<file path="config.mk">
export PLATFORM = sky130hd
export DESIGN_NAME = twist_to_wheel_duty_mixer_unit
export DESIGN_NICKNAME = d
export VERILOG_FILES = /design/src/rtl/twdm_pkg.sv /design/src/rtl/twdm_alu.sv /design/src/rtl/twdm_seq.sv /design/src/rtl/twist_to_wheel_duty_mixer_unit.sv
export SDC_FILE = /design/constraint.sdc
export NUM_CORES = 2
export LEC_CHECK = 0
export BUFFER_PORTS_ARGS = -buffer_cell sky130_fd_sc_hd__buf_2
export CORE_MARGIN = 5
export CORE_UTILIZATION = 38
export DETAILED_ROUTE_END_ITERATION = 10
export SLEW_MARGIN = 10
export SYNTH_ARGS = -nofsm -noshare
export SYNTH_HDL_FRONTEND = slang
export SYNTH_SLANG_ARGS = --single-unit
</file>
<file path="constraint.sdc">
create_clock -name clk -period 13.15 [get_ports clk]
set_input_delay 0.6575 -clock clk [delete_from_list [all_inputs] [get_ports clk]]
set_output_delay 0.6575 -clock clk [all_outputs]
set_load 0.01 [all_outputs]
</file>
<file path="src/rtl/twdm_pkg.sv">
// ----------------------------------------------------------------------------
// twdm_pkg
// types, constants and codes of the twist to wheel duty mixer
// ----------------------------------------------------------------------------
package twdm_pkg;

    localparam int SPEED_W   = 16;
    localparam int DB_W      = 15;
    localparam int GAIN_W    = 16;
    localparam int TRACK_W   = 12;
    localparam int ALPHA_W   = 9;
    localparam int FLOORS_W  = 16;
    localparam int DUTY_W    = 8;
    localparam int CFG_IDX_W = 3;
    localparam int CFG_DATA_W = 16;

    localparam int A_W   = 20;
    localparam int B_W   = 18;
    localparam int P_W   = A_W + B_W;
    localparam int C_W   = 16;
    localparam int SH_W  = 4;
    localparam int REM_W = 24;
    localparam int CNT_W = 3;
    localparam int DIV_STEPS = 8;

    localparam logic [C_W-1:0]  RND_Q12 = 16'd2048;
    localparam logic [C_W-1:0]  RND_Q8  = 16'd128;
    localparam logic [SH_W-1:0] SH_Q12  = 4'd12;
    localparam logic [SH_W-1:0] SH_Q8   = 4'd8;
    localparam logic [SH_W-1:0] SH_NONE = 4'd0;
    localparam logic [B_W-1:0]  DUTY_SCALE = 18'd510;
    localparam logic [ALPHA_W-1:0] ALPHA_ONE = 9'd256;

    localparam logic [DB_W-1:0]     RST_LINEAR_DB  = 15'd82;
    localparam logic [DB_W-1:0]     RST_ANGULAR_DB = 15'd205;
    localparam logic [GAIN_W-1:0]   RST_GAIN       = 16'hD000;
    localparam logic [TRACK_W-1:0]  RST_HALF_TRACK = 12'd246;
    localparam logic [DB_W-1:0]     RST_SPIN_FLOOR = 15'd328;
    localparam logic [DB_W-1:0]     RST_MAX_SPEED  = 15'd991;
    localparam logic [ALPHA_W-1:0]  RST_ALPHA      = 9'd64;
    localparam logic [FLOORS_W-1:0] RST_FLOORS     = 16'd20510;

    localparam bit DEF_LEFT_INVERT  = 1'b1;
    localparam bit DEF_RIGHT_INVERT = 1'b1;

    typedef enum logic [CFG_IDX_W-1:0] {
        CFG_LINEAR_DB  = 3'd0,
        CFG_ANGULAR_DB = 3'd1,
        CFG_GAIN       = 3'd2,
        CFG_HALF_TRACK = 3'd3,
        CFG_SPIN_FLOOR = 3'd4,
        CFG_MAX_SPEED  = 3'd5,
        CFG_ALPHA      = 3'd6,
        CFG_FLOORS     = 3'd7
    } cfg_idx_t;

    typedef struct packed {
        logic [DB_W-1:0]     linear_db;
        logic [DB_W-1:0]     angular_db;
        logic [GAIN_W-1:0]   gain;
        logic [TRACK_W-1:0]  half_track;
        logic [DB_W-1:0]     spin_floor;
        logic [DB_W-1:0]     max_speed;
        logic [ALPHA_W-1:0]  alpha;
        logic [FLOORS_W-1:0] floors;
    } cfg_t;

    typedef enum logic [1:0] {
        ALU_NOP = 2'd0,
        ALU_MAC = 2'd1,
        ALU_DIV = 2'd2
    } alu_op_t;

    typedef struct packed {
        alu_op_t          op;
        logic [A_W-1:0]   a;
        logic [B_W-1:0]   b;
        logic [C_W-1:0]   c;
        logic [SH_W-1:0]  sh;
        logic [REM_W-1:0] rem;
        logic [REM_W-1:0] dvs;
    } alu_req_t;

    typedef struct packed {
        logic [P_W-1:0]   mac;
        logic [REM_W-1:0] rem;
        logic             qbit;
    } alu_rsp_t;

    typedef enum logic [3:0] {
        ST_IDLE   = 4'd0,
        ST_MUL_W  = 4'd1,
        ST_MUL_H  = 4'd2,
        ST_MIX    = 4'd3,
        ST_CLAMP  = 4'd4,
        ST_DIFF   = 4'd5,
        ST_FILT_L = 4'd6,
        ST_FILT_R = 4'd7,
        ST_CMD    = 4'd8,
        ST_NUM_L  = 4'd9,
        ST_DIV_L  = 4'd10,
        ST_NUM_R  = 4'd11,
        ST_DIV_R  = 4'd12,
        ST_DONE   = 4'd13
    } state_t;

endpackage

</file>
<file path="src/rtl/twdm_alu.sv">
// ----------------------------------------------------------------------------
// twdm_alu
// shared multiply-add-round unit and restoring divide step
// ----------------------------------------------------------------------------
module twdm_alu
    import twdm_pkg::*;
(
    input  alu_req_t req,
    output alu_rsp_t rsp
);

    logic signed [P_W-1:0] prod;
    logic signed [P_W-1:0] sum;
    logic                  ge;

    always_comb
    begin
        prod     = signed'(req.a) * signed'(req.b);
        sum      = prod + signed'({{(P_W-C_W){1'b0}}, req.c});
        ge       = (req.rem >= req.dvs);
        rsp.mac  = '0;
        rsp.rem  = req.rem;
        rsp.qbit = 1'b0;
        case (req.op)
            ALU_MAC:
            begin
                rsp.mac = sum >>> req.sh;
            end
            ALU_DIV:
            begin
                rsp.qbit = ge;
                rsp.rem  = ge ? (req.rem - req.dvs) : req.rem;
            end
            default:
            begin
                rsp.mac = '0;
            end
        endcase
    end

endmodule

</file>
<file path="src/rtl/twdm_seq.sv">
// ----------------------------------------------------------------------------
// twdm_seq
// sequencer and datapath registers, drives the shared alu one step a cycle
// ----------------------------------------------------------------------------
module twdm_seq
    import twdm_pkg::*;
#(
    parameter bit LEFT_INVERT  = DEF_LEFT_INVERT,
    parameter bit RIGHT_INVERT = DEF_RIGHT_INVERT
)
(
    input  logic               clk,
    input  logic               rst_n,
    input  cfg_t               cfg,
    input  logic               in_valid,
    output logic               in_ready,
    input  logic [SPEED_W-1:0] linear_speed,
    input  logic [SPEED_W-1:0] angular_speed,
    output logic               out_valid,
    input  logic               out_ready,
    output logic [DUTY_W-1:0]  left_duty,
    output logic               left_forward,
    output logic [DUTY_W-1:0]  right_duty,
    output logic               right_forward,
    output logic               spin_active,
    output alu_req_t           alu_req,
    input  alu_rsp_t           alu_rsp
);

    state_t state_reg, state_next;
    logic [CNT_W-1:0] cnt_reg, cnt_next;
    logic out_valid_reg, out_valid_next;
    logic [SPEED_W-1:0] filt_l_reg, filt_l_next, filt_r_reg, filt_r_next;

    logic [SPEED_W-1:0] v_reg, v_next, wz_reg, wz_next;
    logic [A_W-1:0] w_reg, w_next, h_reg, h_next;
    logic [A_W:0] vl_reg, vl_next, vr_reg, vr_next;
    logic [SPEED_W-1:0] tl_reg, tl_next, tr_reg, tr_next;
    logic [SPEED_W:0] dl_reg, dl_next, dr_reg, dr_next;
    logic spin_reg, spin_next;
    logic [DB_W-1:0] ml_reg, ml_next, mr_reg, mr_next;
    logic fl_reg, fl_next, fr_reg, fr_next;
    logic [REM_W-1:0] rem_reg, rem_next, dvs_reg, dvs_next;
    logic [DUTY_W-1:0] quo_reg, quo_next, ql_reg, ql_next;
    logic [DUTY_W-1:0] ld_reg, ld_next, rd_reg, rd_next;
    logic lf_reg, lf_next, rf_reg, rf_next, sp_reg, sp_next;

    function automatic logic [SPEED_W-1:0] deadband(input logic [SPEED_W-1:0] x,
                                                    input logic [DB_W-1:0] db);
        logic [SPEED_W:0] ext;
        logic [SPEED_W:0] mag;
        ext = {x[SPEED_W-1], x};
        mag = x[SPEED_W-1] ? (17'd0 - ext) : ext;
        return (mag < {2'b00, db}) ? '0 : x;
    endfunction

    function automatic logic [SPEED_W-1:0] clamp(input logic signed [A_W:0] x,
                                                 input logic [DB_W-1:0] lim);
        logic signed [A_W:0] hi;
        logic signed [A_W:0] lo;
        logic signed [A_W:0] r;
        hi = signed'({6'd0, lim});
        lo = -hi;
        r  = x;
        if (x > hi)
        begin
            r = hi;
        end
        else if (x < lo)
        begin
            r = lo;
        end
        return r[SPEED_W-1:0];
    endfunction

    function automatic logic [SPEED_W:0] wheel_cmd(input logic [SPEED_W-1:0] f,
                                                   input bit inv);
        logic [SPEED_W:0] ext;
        ext = {f[SPEED_W-1], f};
        return inv ? (17'd0 - ext) : ext;
    endfunction

    function automatic logic [DB_W-1:0] sat_mag(input logic [SPEED_W:0] c,
                                                input logic [DB_W-1:0] lim);
        logic [SPEED_W:0] mag;
        mag = c[SPEED_W] ? (17'd0 - c) : c;
        return (mag > {2'b00, lim}) ? lim : mag[DB_W-1:0];
    endfunction

    function automatic logic [DUTY_W-1:0] raise(input logic [DUTY_W-1:0] q,
                                                input logic [DUTY_W-1:0] fl);
        return ((q != '0) && (q < fl)) ? fl : q;
    endfunction

    always_comb
    begin
        logic signed [A_W:0] v21;
        logic signed [A_W:0] h21;
        logic signed [A_W:0] habs;
        logic signed [A_W:0] flr;
        logic signed [A_W:0] t;
        logic [ALPHA_W-1:0]  alpha_eff;
        logic [DB_W-1:0]     dv;
        logic [SPEED_W:0]    cl;
        logic [SPEED_W:0]    cr;
        logic [DUTY_W-1:0]   qsh;
        logic [DUTY_W-1:0]   dfl;

        state_next = state_reg;
        cnt_next = cnt_reg;
        out_valid_next = out_valid_reg && !out_ready;
        filt_l_next = filt_l_reg;
        filt_r_next = filt_r_reg;
        v_next = v_reg;
        wz_next = wz_reg;
        w_next = w_reg;
        h_next = h_reg;
        vl_next = vl_reg;
        vr_next = vr_reg;
        tl_next = tl_reg;
        tr_next = tr_reg;
        dl_next = dl_reg;
        dr_next = dr_reg;
        spin_next = spin_reg;
        ml_next = ml_reg;
        mr_next = mr_reg;
        fl_next = fl_reg;
        fr_next = fr_reg;
        rem_next = rem_reg;
        dvs_next = dvs_reg;
        quo_next = quo_reg;
        ql_next = ql_reg;
        ld_next = ld_reg;
        rd_next = rd_reg;
        lf_next = lf_reg;
        rf_next = rf_reg;
        sp_next = sp_reg;

        alu_req = '0;
        alu_req.op = ALU_NOP;

        v21 = signed'({{5{v_reg[SPEED_W-1]}}, v_reg});
        h21 = signed'({h_reg[A_W-1], h_reg});
        habs = h21[A_W] ? -h21 : h21;
        flr = signed'({6'd0, cfg.spin_floor});
        t = (habs < flr) ? flr : habs;
        alpha_eff = (cfg.alpha > ALPHA_ONE) ? ALPHA_ONE : cfg.alpha;
        dv = (cfg.max_speed == '0) ? 15'd1 : cfg.max_speed;
        cl = wheel_cmd(filt_l_reg, LEFT_INVERT);
        cr = wheel_cmd(filt_r_reg, RIGHT_INVERT);
        qsh = {quo_reg[DUTY_W-2:0], alu_rsp.qbit};
        dfl = spin_reg ? cfg.floors[15:8] : cfg.floors[7:0];

        in_ready = (state_reg == ST_IDLE);

        case (state_reg)
            ST_IDLE:
            begin
                if (in_valid)
                begin
                    v_next = deadband(linear_speed, cfg.linear_db);
                    wz_next = deadband(angular_speed, cfg.angular_db);
                    state_next = ST_MUL_W;
                end
            end
            ST_MUL_W:
            begin
                alu_req.op = ALU_MAC;
                alu_req.a = {{(A_W-GAIN_W){cfg.gain[GAIN_W-1]}}, cfg.gain};
                alu_req.b = {{(B_W-SPEED_W){wz_reg[SPEED_W-1]}}, wz_reg};
                alu_req.c = RND_Q12;
                alu_req.sh = SH_Q12;
                w_next = alu_rsp.mac[A_W-1:0];
                state_next = ST_MUL_H;
            end
            ST_MUL_H:
            begin
                alu_req.op = ALU_MAC;
                alu_req.a = w_reg;
                alu_req.b = {{(B_W-TRACK_W){1'b0}}, cfg.half_track};
                alu_req.c = RND_Q12;
                alu_req.sh = SH_Q12;
                h_next = alu_rsp.mac[A_W-1:0];
                state_next = ST_MIX;
            end
            ST_MIX:
            begin
                spin_next = (v_reg == '0) && (w_reg != '0);
                if ((v_reg == '0) && (w_reg != '0))
                begin
                    if (!w_reg[A_W-1])
                    begin
                        vl_next = -t;
                        vr_next = t;
                    end
                    else
                    begin
                        vl_next = t;
                        vr_next = -t;
                    end
                end
                else
                begin
                    vl_next = v21 - h21;
                    vr_next = v21 + h21;
                end
                state_next = ST_CLAMP;
            end
            ST_CLAMP:
            begin
                tl_next = clamp(signed'(vl_reg), cfg.max_speed);
                tr_next = clamp(signed'(vr_reg), cfg.max_speed);
                state_next = ST_DIFF;
            end
            ST_DIFF:
            begin
                dl_next = {tl_reg[SPEED_W-1], tl_reg} - {filt_l_reg[SPEED_W-1], filt_l_reg};
                dr_next = {tr_reg[SPEED_W-1], tr_reg} - {filt_r_reg[SPEED_W-1], filt_r_reg};
                state_next = ST_FILT_L;
            end
            ST_FILT_L:
            begin
                alu_req.op = ALU_MAC;
                alu_req.a = {{(A_W-ALPHA_W){1'b0}}, alpha_eff};
                alu_req.b = {dl_reg[SPEED_W], dl_reg};
                alu_req.c = RND_Q8;
                alu_req.sh = SH_Q8;
                filt_l_next = filt_l_reg + alu_rsp.mac[SPEED_W-1:0];
                state_next = ST_FILT_R;
            end
            ST_FILT_R:
            begin
                alu_req.op = ALU_MAC;
                alu_req.a = {{(A_W-ALPHA_W){1'b0}}, alpha_eff};
                alu_req.b = {dr_reg[SPEED_W], dr_reg};
                alu_req.c = RND_Q8;
                alu_req.sh = SH_Q8;
                filt_r_next = filt_r_reg + alu_rsp.mac[SPEED_W-1:0];
                state_next = ST_CMD;
            end
            ST_CMD:
            begin
                fl_next = !cl[SPEED_W];
                fr_next = !cr[SPEED_W];
                ml_next = sat_mag(cl, cfg.max_speed);
                mr_next = sat_mag(cr, cfg.max_speed);
                state_next = ST_NUM_L;
            end
            ST_NUM_L, ST_NUM_R:
            begin
                alu_req.op = ALU_MAC;
                alu_req.a = {{(A_W-DB_W){1'b0}}, (state_reg == ST_NUM_L) ? ml_reg : mr_reg};
                alu_req.b = DUTY_SCALE;
                alu_req.c = {1'b0, dv};
                alu_req.sh = SH_NONE;
                rem_next = alu_rsp.mac[REM_W-1:0];
                dvs_next = {{(REM_W-DB_W){1'b0}}, dv} << DIV_STEPS;
                quo_next = '0;
                cnt_next = '0;
                state_next = (state_reg == ST_NUM_L) ? ST_DIV_L : ST_DIV_R;
            end
            ST_DIV_L, ST_DIV_R:
            begin
                alu_req.op = ALU_DIV;
                alu_req.rem = rem_reg;
                alu_req.dvs = dvs_reg;
                rem_next = alu_rsp.rem;
                dvs_next = dvs_reg >> 1;
                quo_next = qsh;
                cnt_next = cnt_reg + 3'd1;
                if (cnt_reg == CNT_W'(DIV_STEPS - 1))
                begin
                    if (state_reg == ST_DIV_L)
                    begin
                        ql_next = qsh;
                        state_next = ST_NUM_R;
                    end
                    else
                    begin
                        state_next = ST_DONE;
                    end
                end
            end
            ST_DONE:
            begin
                if (!out_valid_reg || out_ready)
                begin
                    ld_next = raise(ql_reg, dfl);
                    rd_next = raise(quo_reg, dfl);
                    lf_next = fl_reg;
                    rf_next = fr_reg;
                    sp_next = spin_reg;
                    out_valid_next = 1'b1;
                    state_next = ST_IDLE;
                end
            end
            default:
            begin
                state_next = ST_IDLE;
            end
        endcase
    end

    // control and filter state
    always_ff @(posedge clk or negedge rst_n)
    begin
        if (!rst_n)
        begin
            state_reg <= ST_IDLE;
            cnt_reg <= '0;
            out_valid_reg <= 1'b0;
            filt_l_reg <= '0;
            filt_r_reg <= '0;
            sp_reg <= 1'b0;
        end
        else
        begin
            state_reg <= state_next;
            cnt_reg <= cnt_next;
            out_valid_reg <= out_valid_next;
            filt_l_reg <= filt_l_next;
            filt_r_reg <= filt_r_next;
            sp_reg <= sp_next;
        end
    end

    // working registers
    always_ff @(posedge clk)
    begin
        v_reg <= v_next;
        wz_reg <= wz_next;
        w_reg <= w_next;
        h_reg <= h_next;
        vl_reg <= vl_next;
        vr_reg <= vr_next;
        tl_reg <= tl_next;
        tr_reg <= tr_next;
        dl_reg <= dl_next;
        dr_reg <= dr_next;
        spin_reg <= spin_next;
        ml_reg <= ml_next;
        mr_reg <= mr_next;
        fl_reg <= fl_next;
        fr_reg <= fr_next;
        rem_reg <= rem_next;
        dvs_reg <= dvs_next;
        quo_reg <= quo_next;
        ql_reg <= ql_next;
        ld_reg <= ld_next;
        rd_reg <= rd_next;
        lf_reg <= lf_next;
        rf_reg <= rf_next;
    end

    assign out_valid = out_valid_reg;
    assign left_duty = ld_reg;
    assign right_duty = rd_reg;
    assign left_forward = lf_reg;
    assign right_forward = rf_reg;
    assign spin_active = sp_reg;

endmodule

</file>
<file path="src/rtl/twist_to_wheel_duty_mixer_unit.sv">
// ----------------------------------------------------------------------------
// twist_to_wheel_duty_mixer_unit
// velocity command to left and right wheel duty with direction bits
// ----------------------------------------------------------------------------
// A single shared multiplier handles the gain, track, two filter and two
// duty scaling products one per cycle, and each wheel's duty quotient comes
// from eight restoring divide steps on the same unit. The result sits in an
// output register; a new command is accepted as soon as the result is
// loaded, even while it still waits to be taken. Settings are written
// through the cfg port; the user must write them only while idle, as the
// block itself does not enforce it.
module twist_to_wheel_duty_mixer_unit
    import twdm_pkg::*;
#(
    parameter bit LEFT_INVERT  = DEF_LEFT_INVERT,
    parameter bit RIGHT_INVERT = DEF_RIGHT_INVERT
)
(
    input  logic                  clk,
    input  logic                  rst_n,
    input  logic                  cfg_write,
    input  logic [CFG_IDX_W-1:0]  cfg_index,
    input  logic [CFG_DATA_W-1:0] cfg_data,
    input  logic                  in_valid,
    output logic                  in_ready,
    input  logic [SPEED_W-1:0]    linear_speed,
    input  logic [SPEED_W-1:0]    angular_speed,
    output logic                  out_valid,
    input  logic                  out_ready,
    output logic [DUTY_W-1:0]     left_duty,
    output logic                  left_forward,
    output logic [DUTY_W-1:0]     right_duty,
    output logic                  right_forward,
    output logic                  spin_active
);

    cfg_t cfg_reg, cfg_next;
    alu_req_t alu_req;
    alu_rsp_t alu_rsp;

    always_comb
    begin
        cfg_next = cfg_reg;
        if (cfg_write)
        begin
            case (cfg_idx_t'(cfg_index))
                CFG_LINEAR_DB:  cfg_next.linear_db = cfg_data[DB_W-1:0];
                CFG_ANGULAR_DB: cfg_next.angular_db = cfg_data[DB_W-1:0];
                CFG_GAIN:       cfg_next.gain = cfg_data[GAIN_W-1:0];
                CFG_HALF_TRACK: cfg_next.half_track = cfg_data[TRACK_W-1:0];
                CFG_SPIN_FLOOR: cfg_next.spin_floor = cfg_data[DB_W-1:0];
                CFG_MAX_SPEED:  cfg_next.max_speed = cfg_data[DB_W-1:0];
                CFG_ALPHA:      cfg_next.alpha = cfg_data[ALPHA_W-1:0];
                CFG_FLOORS:     cfg_next.floors = cfg_data[FLOORS_W-1:0];
                default:        cfg_next = cfg_reg;
            endcase
        end
    end

    always_ff @(posedge clk or negedge rst_n)
    begin
        if (!rst_n)
        begin
            cfg_reg.linear_db <= RST_LINEAR_DB;
            cfg_reg.angular_db <= RST_ANGULAR_DB;
            cfg_reg.gain <= RST_GAIN;
            cfg_reg.half_track <= RST_HALF_TRACK;
            cfg_reg.spin_floor <= RST_SPIN_FLOOR;
            cfg_reg.max_speed <= RST_MAX_SPEED;
            cfg_reg.alpha <= RST_ALPHA;
            cfg_reg.floors <= RST_FLOORS;
        end
        else
        begin
            cfg_reg <= cfg_next;
        end
    end

    twdm_seq #(
        .LEFT_INVERT  (LEFT_INVERT),
        .RIGHT_INVERT (RIGHT_INVERT)
    ) u_seq (
        .clk           (clk),
        .rst_n         (rst_n),
        .cfg           (cfg_reg),
        .in_valid      (in_valid),
        .in_ready      (in_ready),
        .linear_speed  (linear_speed),
        .angular_speed (angular_speed),
        .out_valid     (out_valid),
        .out_ready     (out_ready),
        .left_duty     (left_duty),
        .left_forward  (left_forward),
        .right_duty    (right_duty),
        .right_forward (right_forward),
        .spin_active   (spin_active),
        .alu_req       (alu_req),
        .alu_rsp       (alu_rsp)
    );

    twdm_alu u_alu (
        .req (alu_req),
        .rsp (alu_rsp)
    );

endmodule

</file>
Word level (Yosys, flattened, before mapping)
Index checks and enable logic that the tools add are counted.

Register bits: 449. Input port bits: 56. Output and inout port bits: 21. Logic and storage cells: 170.

$add $sub $neg: 18. $mul: 1. Magnitude comparators: 13. Eq/ne operators: 26. Shifts and indexed selects: 1. Muxes and demuxes: 40. Reductions and logical operators: 32.

Operators by type and width (count): $pmux 58 s5 (1); $mux 21 (6); $pmux 24 s2 (2); $mux 15 (6); $mux 17 (4); $sub 1x16->17 const A (4); $mux 24 (2); $mux 48 (1); $pmux 4 s12 (1); $gt 21x16->1 (2); $lt 21x21->1 (2); $add 38x17->38 (1); $mul 20x18->38 (1); $sshr 38x4->24 (1); $gt 17x15->1 (2); $lt 17x15->1 (2); $sub 1x17->17 const A (2); $sub 16x16->17 (2); $add 16x16->16 (2); $mux 16 (2); $mux 25 (1); $eq 4x4->1 const B (6); $ge 24x24->1 (1); $mux 8 (3); 41 further kinds (74).

Longest topological paths before layout
Word-level depth: 8. Gate-level depth with buffers: 41. Depth with buffers taken out: 39.

Modules after synthesis
From an unflattened synthesis, not the netlist that was laid out.

Cell total of the unflattened synthesis: 5264. Area, all modules: 48950.7 sq um.

Modules (own cells, without submodules): twdm_seq (times used 1, cells each 2918, area each 26922.1 sq um, sequential area each 9824.4 sq um); twdm_alu (times used 1, cells each 2098, area each 17603.1 sq um, sequential area each 0.0 sq um); twist_to_wheel_duty_mixer_unit (times used 1, cells each 248, area each 4425.5 sq um, sequential area each 2872.8 sq um).

Least setup slack after synthesis
OpenSTA, ideal clock, no wires.

Path type: register to register. Start point: reg u_seq.state_reg[1]. End point: reg u_seq.filt_r_reg[15]. Setup time: 124 ps. Data arrival time: 9884 ps. Data required time: 13026 ps. Setup slack: 3142 ps. Stages on the path, launching flop included: 40. Buffers on the path: 3. Clock period less this slack: 10008 ps. Cells stage by stage: dfrtp_1 -> nand2b_1 -> nor3_1 -> clkbuf_1 -> clkbuf_1 -> buf_1 -> a221o_1 -> nand2_1 -> fa_1 -> inv_1 -> fa_1 -> inv_1 -> fa_1 -> inv_1 -> fa_1 -> inv_1 -> fa_1 -> fa_1 -> (+4 left out) -> nand4b_1 -> a21oi_1 -> o21bai_1 -> a21oi_1 -> xnor2_1 -> a222oi_1 -> inv_1 -> ha_1 -> o21ai_0 -> nor2_1 -> nor4_1 -> or4_1 -> a31oi_1 -> a31oi_1 -> o21ai_0 -> and3_1 -> o21ai_1 -> xnor2_1.

RTL lines: start: declaration (line twdm_seq.sv:30) `state_t state_reg, state_next;`; start signal: assignment (line twdm_seq.sv:318) `state_reg <= state_next;`; end signal: assignment (line twdm_seq.sv:322) `filt_r_reg <= filt_r_next;`; end: declaration (line twdm_seq.sv:33) `logic [SPEED_W-1:0] filt_l_reg, filt_l_next, filt_r_reg, filt_r_next;`.

==> flow_summary.json <==
{
  "hp-class": "in2async",
  "synth_adder_area_share": 0.2674,
  "slew_headroom": 0.1634,
  "routed_wl_mm": 150.7,
  "netlist_area_sq_um": 45340,
  "gp_congestion": 0.9615,
  "whs_ns": -0.01543,
  "ant_nets": 0,
  "die_x_microns": 355.4,
  "post-route-period-util": 0.8487,
  "clkSinkCount": 447,
  "hold_viol_final": 1,
  "grt_max_degree": 87,
  "slew_violations": 0,
  "yosys-top-cells-area": "edfxtp_1, fa_1, ha_1",
  "port_buffers": 76,
  "worst_setup_path_start_kind": "register",
  "crit_required_ns": 13.66,
  "ys_seq_elements": 447,
  "drt_iter0_markers": 3706,
  "worst_pin_slew_ns": 1.255,
  "final_cells": 6512,
  "seq_area_frac_synth": 0.2800,
  "dp_hpwl_mm": 120.3,
  "cts_tree": "yes",
  "reg2reg_from": "u_seq.state_reg[2]",
  "setup-tns-final_ns": 0,
  "synthArstFlopShare": 0.3445,
  "antenna_found_initial": 4,
  "fp.coreArea_sq_um": 118200,
  "synth-xor-area-share": 0.05119,
  "fmax_mhz": 89.60,
  "grt_pass1_wl_mm": 223.9,
  "synth_nets": 5720,
  "fin_total_pwr_w": 0.01403,
  "p_leak_nw": 21.49,
  "htreeDepth": 2,
  "cp_common_cell": "inv_1",
  "synthCells": 4916,
  "wire_per_inst_microns": 23.14,
  "drive_above_1_share": 0.09531,
  "yosysUniqueCellTypes": 100,
  "finalNetCount": 5733,
  "synth_top_family_by_area": "adder cells",
  "grt_usage": 0.2341,
  "syn2layout_area_growth_pct": 9.206,
  "status": "complete, but fails checks",
  "post_cts_buffers": 0,
  "rsz0062_at_grt": "false",
  "synth_compound_area_frac": 0.1303,
  "synth_top_area_frac": 0.1941,
  "dr.pass1.iters": 5,
  "cts.clk_slew.worst_paths_ns": 0.06,
  "cts_buffers": 53,
  "max_stage_delay_ns": 0.92,
  "postLayoutCellArea_sq_um": 49520,
  "largest_reg_flops": 113,
  "synth_top_cell_by_area": "edfxtp_1",
  "yosysWarnings": 0,
  "dp_slack_ns": 2.201,
  "grt_remaining_overflow": 0,
  "cts_root_buf": "clkbuf_16",
  "max-vdd-ir-drop_mv": 0.1617,
  "grt_pass1_vias": 35289,
  "drc": 0,
  "violations": "hold timing",
  "die_height_microns": 355.4,
  "initial_core_util": 0.3835,
  "clkLatencyLatePin_ns": 0.66,
  "synth_edf_count": 293,
  "drv_cap": 0,
  "crit_type": "reg2reg",
  "yosys.area_share.simple": 0.1542,
  "muxShareOfSynthArea": 0.04526,
  "pwr_density_cell_nw_per_um2": 283.4,
  "arrival_ns": 11.67,
  "path_buf_inv": 6,
  "place_inst": 6410,
  "cp-end-kind": "register",
  "synth.avg_cell_area_sq_um": 9.223,
  "worstPathMaxFanout": 15,
  "cp_slowest_cell": "nor2_1",
  "dieArea_sq_um": 126300,
  "crit_start": "u_seq.state_reg[2]",
  "placed_cell_area_sq_um": 47540,
  "clock_path_buffers": 3,
  "setup_slack_ns": 1.989,
  "synthFlopType": "edfxtp_1",
  "skew_ns": 0.03727,
  "rows": 126,
  "setup_viol": 0,
  "viasPerCell": 5.571,
  "hold_buffers": 0,
  "path_delay_family": "simple AND/OR/NAND/NOR gates",
  "layout_min_cycle_time_ns": 11.16,
  "io_pins": 77,
  "num_vias": 36281,
  "post_cts_resized": 0
}
## cell usage in the layout, fill, tap and decap left out, types with 22 or more instances in the layout
master       n
a211oi_1    34
a21o_1      69
a21oi_1    193
a221o_1     22
a22oi_1     29
a31oi_1     32
and2_1      69
buf_2       75
buf_4       70
clkbuf_16   54
dfrtp_1    118
dfstp_2     36
edfxtp_1   293
fa_1       367
ha_1       381
inv_1      666
mux2_2     122
mux2i_1     48
nand2_1    557
nand2b_1    60
nand3_1     76
nand4_1     33
nor2_1     407
nor2b_1     43
nor3_1      75
nor4_1      35
o21a_1      42
o21ai_0    268
o21bai_1    23
o31ai_1     41
or3_1       35
xnor2_1    201
xor2_1      64
## cell usage after synthesis (all sizes together) (9+ instances only)
master / instances
a211oi: 34
a21boi: 10
a21o: 69
a21oi: 194
a221o: 22
a221oi: 21
a22oi: 29
a31oi: 33
and2: 72
and3: 19
and4: 13
buf: 24
clkbuf: 164
dfrtp: 118
dfstp: 36
edfxtp: 293
fa: 367
ha: 381
inv: 666
mux2: 133
mux2i: 50
nand2: 558
nand2b: 60
nand3: 77
nand3b: 12
nand4: 34
nor2: 412
nor2b: 44
nor3: 87
nor3b: 9
nor4: 38
o21a: 42
o21ai: 278
o21bai: 23
o221ai: 12
o31ai: 43
o41ai: 15
or2: 12
or3: 36
xnor2: 201
xor2: 64
## through the flow
stage / hold slack [ns] / util
CTS: 0.07080 / 0.4187
detailed placement: 0.4343 / 0.4021
global route: 0.04534 / 0.4187
global placement: 0.4451 / 0.4021
finish: -0.01543 / 0.4188
floorplan: 0.3619 / -
## final timing paths
| path | endpoint | slack [ns] | cells past startpoint |
|---|---|---|---|
| min in group clk | cfg_reg[82] | 0.28 | 2 |
| setup reg to reg | u_seq.filt_r_reg[15] | 1.99 | 37 |
| max in group asynchronous | cfg_reg[40] | 11.44 | 2 |
| hold reg to reg | u_seq.right_forward | 0.45 | 0 |
| hold / removal | u_seq.spin_active | -0.02 | 1 |
| setup / recovery | u_seq.filt_r_reg[15] | 1.99 | 37 |
## power by group
| group | internal, W | switching, W | total (W) |
|---|---|---|---|
| registers | 0.00222 | 0.000399 | 0.00262 |
| logic | 0.00359 | 0.00616 | 0.00975 |
| clock network | 0.00101 | 0.000657 | 0.00167 |
## final cells by class
type                            count  area (sq um)
Inverter                          669          2511
Clock inverter                     32         548.0
Multi-Input combinational cell   3612         29500
Antenna cell                        3         7.507
Timing Repair Buffer              146         912.1
Tap cell                         1536          1922
Sequential cell                   447         12700
Fill cell                       11567         68720
Clock buffer                       67          1420
## cell families (layout without fill, tap and decap cells)
| group | after synthesis | count (layout) |
|---|---|---|
| simple gates | 1504 | 1504 |
| buf+inv | 857 | 914 |
| mux | 183 | 183 |
| fa+ha+maj | 749 | 749 |
| compound gates | 910 | 910 |
| xor+xnor | 265 | 265 |
| other cells | 1 | 4 |
| flops | 447 | 447 |
## routing by layer
layer / share of wire / GRT usage / wire (microns)
met1: 0.43 / 0.3227 / 65420
met2: 0.44 / 0.3613 / 65740
met3: 0.079 / 0.04249 / 11910
met4: 0.051 / 0.1022 / 7642
met5: 0 / 0 / 0
(Power assumes the default switching activity.)
